`src/design/spl_pkg.sv`:
```
`default_nettype none

package spl_pkg;

  localparam int DEPTH      = 64;
  localparam int COORD_BITS = 16;
  localparam int FIELD_W    = 16;
  localparam int CNT_W      = $clog2(DEPTH + 1);

  typedef enum logic [2:0] {
    OP_PUSH   = 3'd0,
    OP_POP    = 3'd1,
    OP_REMOVE = 3'd2,
    OP_PRUNE  = 3'd3,
    OP_CLEAR  = 3'd4,
    OP_READ   = 3'd5
  } op_t;

  typedef enum logic [1:0] {
    ST_OK    = 2'd0,
    ST_DUP   = 2'd1,
    ST_FULL  = 2'd2,
    ST_RANGE = 2'd3
  } status_t;

  typedef enum logic [2:0] {
    S_IDLE,
    S_CMP,
    S_APPLY,
    S_PRUNE_INIT,
    S_PRUNE_STEP,
    S_REPORT
  } state_t;

  typedef struct packed {
    logic [COORD_BITS-1:0] x;
    logic [COORD_BITS-1:0] y;
    logic [COORD_BITS-1:0] z;
  } point_t;

  typedef struct packed {
    logic [2:0]         operation;
    logic [FIELD_W-1:0] point_x;
    logic [FIELD_W-1:0] point_y;
    logic [FIELD_W-1:0] point_z;
    logic [5:0]         position;
  } in_t;

  typedef struct packed {
    logic [1:0]         status;
    logic [6:0]         count;
    logic [FIELD_W-1:0] front_x;
    logic [FIELD_W-1:0] front_y;
    logic [FIELD_W-1:0] front_z;
    logic [FIELD_W-1:0] last_x;
    logic [FIELD_W-1:0] last_y;
    logic [FIELD_W-1:0] last_z;
    logic [FIELD_W-1:0] read_x;
    logic [FIELD_W-1:0] read_y;
    logic [FIELD_W-1:0] read_z;
  } out_t;

  // Broadcast from the controller to every cell of the row.
  typedef struct packed {
    logic             ins;
    logic             rem;
    logic [CNT_W-1:0] rem_pos;
    logic [CNT_W-1:0] count;
    logic [CNT_W-1:0] sel_a;
    logic [CNT_W-1:0] sel_b;
    point_t           point;
  } cell_ctrl_t;

  // Order is (x, z, y); true when a is smaller than b.
  function automatic logic pt_less(point_t a, point_t b);
    logic r;
    if (a.x != b.x) begin
      r = a.x < b.x;
    end else if (a.z != b.z) begin
      r = a.z < b.z;
    end else begin
      r = a.y < b.y;
    end
    return r;
  endfunction

endpackage

`default_nettype wire

```
`src/design/spl_cell.sv`:
```
`default_nettype none

module spl_cell import spl_pkg::*; (
  input  wire logic             clk,
  input  wire logic [CNT_W-1:0] idx_i,
  input  wire cell_ctrl_t       ctrl_i,
  input  wire point_t           left_i,
  input  wire logic             lt_left_i,
  input  wire point_t           right_i,
  output point_t                entry_o,
  output logic                  lt_o,
  output logic                  eq_o,
  output point_t                a_o,
  output point_t                b_o
);

  point_t entry_r;
  point_t entry_nxt;
  logic   occ;

  assign occ     = idx_i < ctrl_i.count;
  assign entry_o = entry_r;
  assign lt_o    = occ && pt_less(ctrl_i.point, entry_r);
  assign eq_o    = occ && (entry_r == ctrl_i.point);
  assign a_o     = (occ && idx_i == ctrl_i.sel_a) ? entry_r : '0;
  assign b_o     = (occ && idx_i == ctrl_i.sel_b) ? entry_r : '0;

  // On insert the cell where the new point belongs takes it and every cell
  // behind it takes its left neighbor; on removal the tail moves up by one.
  always_comb begin
    entry_nxt = entry_r;
    priority if (ctrl_i.ins) begin
      if (lt_o) begin
        entry_nxt = entry_r;
      end else if (lt_left_i) begin
        entry_nxt = ctrl_i.point;
      end else begin
        entry_nxt = left_i;
      end
    end else if (ctrl_i.rem && idx_i >= ctrl_i.rem_pos) begin
      entry_nxt = right_i;
    end
  end

  always_ff @(posedge clk) begin
    entry_r <= entry_nxt;
  end

endmodule

`default_nettype wire

```
`config.mk`:
```
export PLATFORM = sky130hd
export DESIGN_NAME = spl_cell
export DESIGN_NICKNAME = d
export VERILOG_FILES = /design/src/design/spl_pkg.sv /design/src/design/spl_cell.sv
export SDC_FILE = /design/constraint.sdc
export NUM_CORES = 1
export LEC_CHECK = 0
export ABC_AREA = 1
export BUFFER_PORTS_ARGS = -buffer_cell sky130_fd_sc_hd__buf_2
export CAP_MARGIN = 10
export CORE_MARGIN = 4
export CORE_UTILIZATION = 25
export DETAILED_ROUTE_END_ITERATION = 7
export PLACE_DENSITY = 0.58
export SKIP_CTS_REPAIR_TIMING = 1
export SLEW_MARGIN = 15
export SYNTH_ARGS = -nofsm -noshare
export SYNTH_HDL_FRONTEND = slang
export SYNTH_SLANG_ARGS = --single-unit
```
`constraint.sdc`:
```
create_clock -name clk -period 6.05 [get_ports clk]
set_input_delay 1.21 -clock clk [delete_from_list [all_inputs] [get_ports clk]]
set_output_delay 1.21 -clock clk [all_outputs]
set_load 0.03 [all_outputs]
```
==> impl_summary.log <==
INFO  metric endpoint_kind = output port
INFO  metric drt_iter0_markers = 196
INFO  metric postRouteWirelength = 20,000 um
INFO  metric fp.dieArea = 0.0212 sq mm
INFO  metric hold_viol = 0
INFO  metric cellLeakagePower = 3.78 nW
INFO  metric overflow = 0
INFO  metric design.core.area = 0.0186 sq mm
INFO  metric hp-class = input pin to flop
INFO  metric cts_root_buffer = sky130_fd_sc_hd__clkbuf_16
INFO  metric p_per_area = 187 mW/mm^2
INFO  metric cp_top_family = buffers and inverters
INFO  metric i_o_buffers = 328
INFO  metric floorplan.initialDensity = 25.4%
INFO  metric irDropWorstVdd = 0.105 mV
INFO  metric finalSetupTns = 0 ns
INFO  metric report.final.setup_viol = 0
INFO  metric timing.fmax = 0.212 GHz
INFO  metric mostFrequentLayoutCell = sky130_fd_sc_hd__buf_2
INFO  metric min_path_cells = 3
INFO  metric yosysUniqueCellTypes = 29
INFO  metric worstPathCellList = buf_2 > ha_1 > a21oi_1 > nand2_1 > nand4_1 > nand2_1 > inv_2 > nand3_2 > buf_4 > nor2_1 > buf_2
INFO  metric grt_use_total = 17.9%
INFO  metric timing.critical_path.depth = 11
INFO  metric total_clock_sinks = 48
INFO  metric floorplan.io_pins = 329
INFO  metric slew_headroom = 30.3%
INFO  metric grt_start_max_net_pins = 50
INFO  metric final_min_period_over_clock_period = 77.9%
INFO  metric ys.warnings.count = 0
INFO  metric nets = 1,222
INFO  metric layoutNonFillerInstCount = 1,213
INFO  metric die-height = 146 um
INFO  metric reg2reg_depth = 10
INFO  metric finalWorstPathRequiredPeriod = 4.71 ns
INFO  metric syn-cell-area = 0.00473 sq mm
INFO  metric area_delta_synth_final = 41.6%
INFO  metric detail_route.vias_per_cell = 4.54
INFO  metric cap_violations = 0
INFO  metric fin_skew = 0.00644 ns
INFO  metric grt_first_pass_wirelength = 30,000 um
INFO  metric grt_setup_unrepaired = false
INFO  metric place_inst = 1,205
INFO  metric slew_violations = 0
INFO  metric place.gp.congestion = 0.849
INFO  metric worst-slew-pin-transition = 1.04 ns
INFO  metric antenna_cells = 0
INFO  metric critPathMaxFanout = 26
INFO  metric cpPeakStageDelay = 0.47 ns
INFO  metric worstSkewPairLatency = 0.30 ns
INFO  metric required = 4.84 ns
INFO  metric cts-root-to-sink-buffers = 2
INFO  metric timing_worst_setup_path_type = input pin to output port
INFO  metric number_of_buffer_and_inverter_instances_along_the_worst_setup_path = 4
INFO  metric synth_cells = 669
INFO  metric postPlaceCellArea = 0.00653 sq mm
INFO  metric route.antenna.remaining_nets = 0
INFO  metric synth.ff_latch_count = 48
INFO  metric drc = 0
INFO  metric number_of_antenna_violations_at_the_first_check_in_global_routing = 0
INFO  metric num_vias = 5,502
INFO  metric placementRows = 50
INFO  metric dp_hpwl = 15,900 um
INFO  metric tritoncts_clock_tree = done
INFO  metric dr.pass1.iters = 6
INFO  metric outcome = complete, no violations
INFO  metric ys_async_sr_fraction = 0%
INFO  metric synth_top_flop_cell = sky130_fd_sc_hd__edfxtp_1
INFO  metric yosysSeqAreaShare = 30.5%
INFO  metric final_cell_mix = sky130_fd_sc_hd__buf_2 (328), sky130_fd_sc_hd__nor2_1 (142), sky130_fd_sc_hd__nand2_1 (111)
INFO  metric vias_in_the_first_global_route = 5,520
INFO  metric largest_register_ff_count = 48
INFO  metric syn_nets = 913
INFO  metric worst_setup_hold_path_clk_slew = 0.07 ns
INFO  metric finalPower = 1.25 mW
INFO  metric h-tree-depth = 2
INFO  metric avgRoutedWirePerCell = 16.5 um
INFO  metric worst_setup_path_start_kind = input pin
INFO  metric post_route_cells_drive_above_1_share = 37.5%
INFO  metric cts_inserted_buffers = 5
INFO  metric synth.avg_cell_area = 7.07 sq um
INFO  metric crit_slowest_cell = sky130_fd_sc_hd__nand3_2
INFO  metric crit_arrival = 3.50 ns
INFO  metric die-width = 146 um
INFO  metric final_cell_area = 0.00670 sq mm
INFO  metric count_of_flip_flops_with_a_built_in_enable_after_synthesis = 48
INFO  metric postLayoutCoreUtil = 35.9%
cell type report:
type	count	area (sq um)
clock buffer	6	129
clock inverter	2	35.0
fill	2011	11900
inverter	87	327
multi-input combinational	504	2800
sequential	48	1440
tap	234	293
timing repair buffer	332	1670
tightest hold or removal path: cells and delay by family:
family | cells | cell delay (ns)
buffers and inverters | 1 | 0.08
AOI/OAI and AO/OA | 1 | 0.05
and+or+nand+nor | 1 | 0.04
synth_stat cells, types with 3 or more instances:
cell type	n	area, sq um
sky130_fd_sc_hd__nor2_1	142	533
sky130_fd_sc_hd__nand2_1	112	420
sky130_fd_sc_hd__o21ai_0	99	495
sky130_fd_sc_hd__inv_1	86	323
sky130_fd_sc_hd__ha_1	61	763
sky130_fd_sc_hd__edfxtp_1	48	1440
sky130_fd_sc_hd__a21oi_1	23	115
sky130_fd_sc_hd__nor2_2	20	125
sky130_fd_sc_hd__clkbuf_1	15	56.3
sky130_fd_sc_hd__xor2_1	14	123
sky130_fd_sc_hd__nand3_1	10	50.1
sky130_fd_sc_hd__buf_2	8	40.0
sky130_fd_sc_hd__buf_6	5	56.3
sky130_fd_sc_hd__nand4_1	5	31.3
sky130_fd_sc_hd__a21o_1	3	22.5
sky130_fd_sc_hd__nor3_1	3	15.0
power by group:
group / internal (mW) / switching, mW / total (mW)
logic: 0.157 / 0.321 / 0.478
registers: 0.422 / 0.0199 / 0.441
clock network: 0.195 / 0.136 / 0.331
path summary, 6_finish.rpt:
check | from | to | slack, ns
worst min-delay path | right_i[0] | entry_o[0] | 1.19
worst min register to register | entry_o[32] | entry_o[37] | 1.84
worst max-delay path | idx_i[2] | b_o[8] | 1.34
worst max register to register | entry_o[47] | entry_o[42] | 2.81
cells by family (layout without fill, tap and decap cells):
kind of cell / Yosys count / in the layout / synth area share, %
compound gates: 130 / 130 / 14.2
fa+ha+maj: 61 / 61 / 16.1
simple gates: 299 / 299 / 26.2
flops: 48 / 48 / 30.5
buf+inv: 117 / 427 / 10.4
xor+xnor: 14 / 14 / 2.59
layer usage:
metal / GRT usage, % / share of wire [%] / up-vias
met3: 4.58 / 7.9 / 23
met2: 33.2 / 51 / 242
met5: 0 / 0 / -
li1: - / - / 2792
met4: 5.32 / 2.3 / 0
met1: 20.2 / 39 / 2445
per-stage QoR:
stage	hold slack, ns	setup WS (ns)
2_1_floorplan	1.40	1.89
3_3_place_gp	1.49	1.37
3_5_place_dp	1.49	1.35
4_1_cts	1.17	1.35
5_1_grt	1.19	1.17
6_report	1.19	1.34
Power figures use the tool's default switching activity.
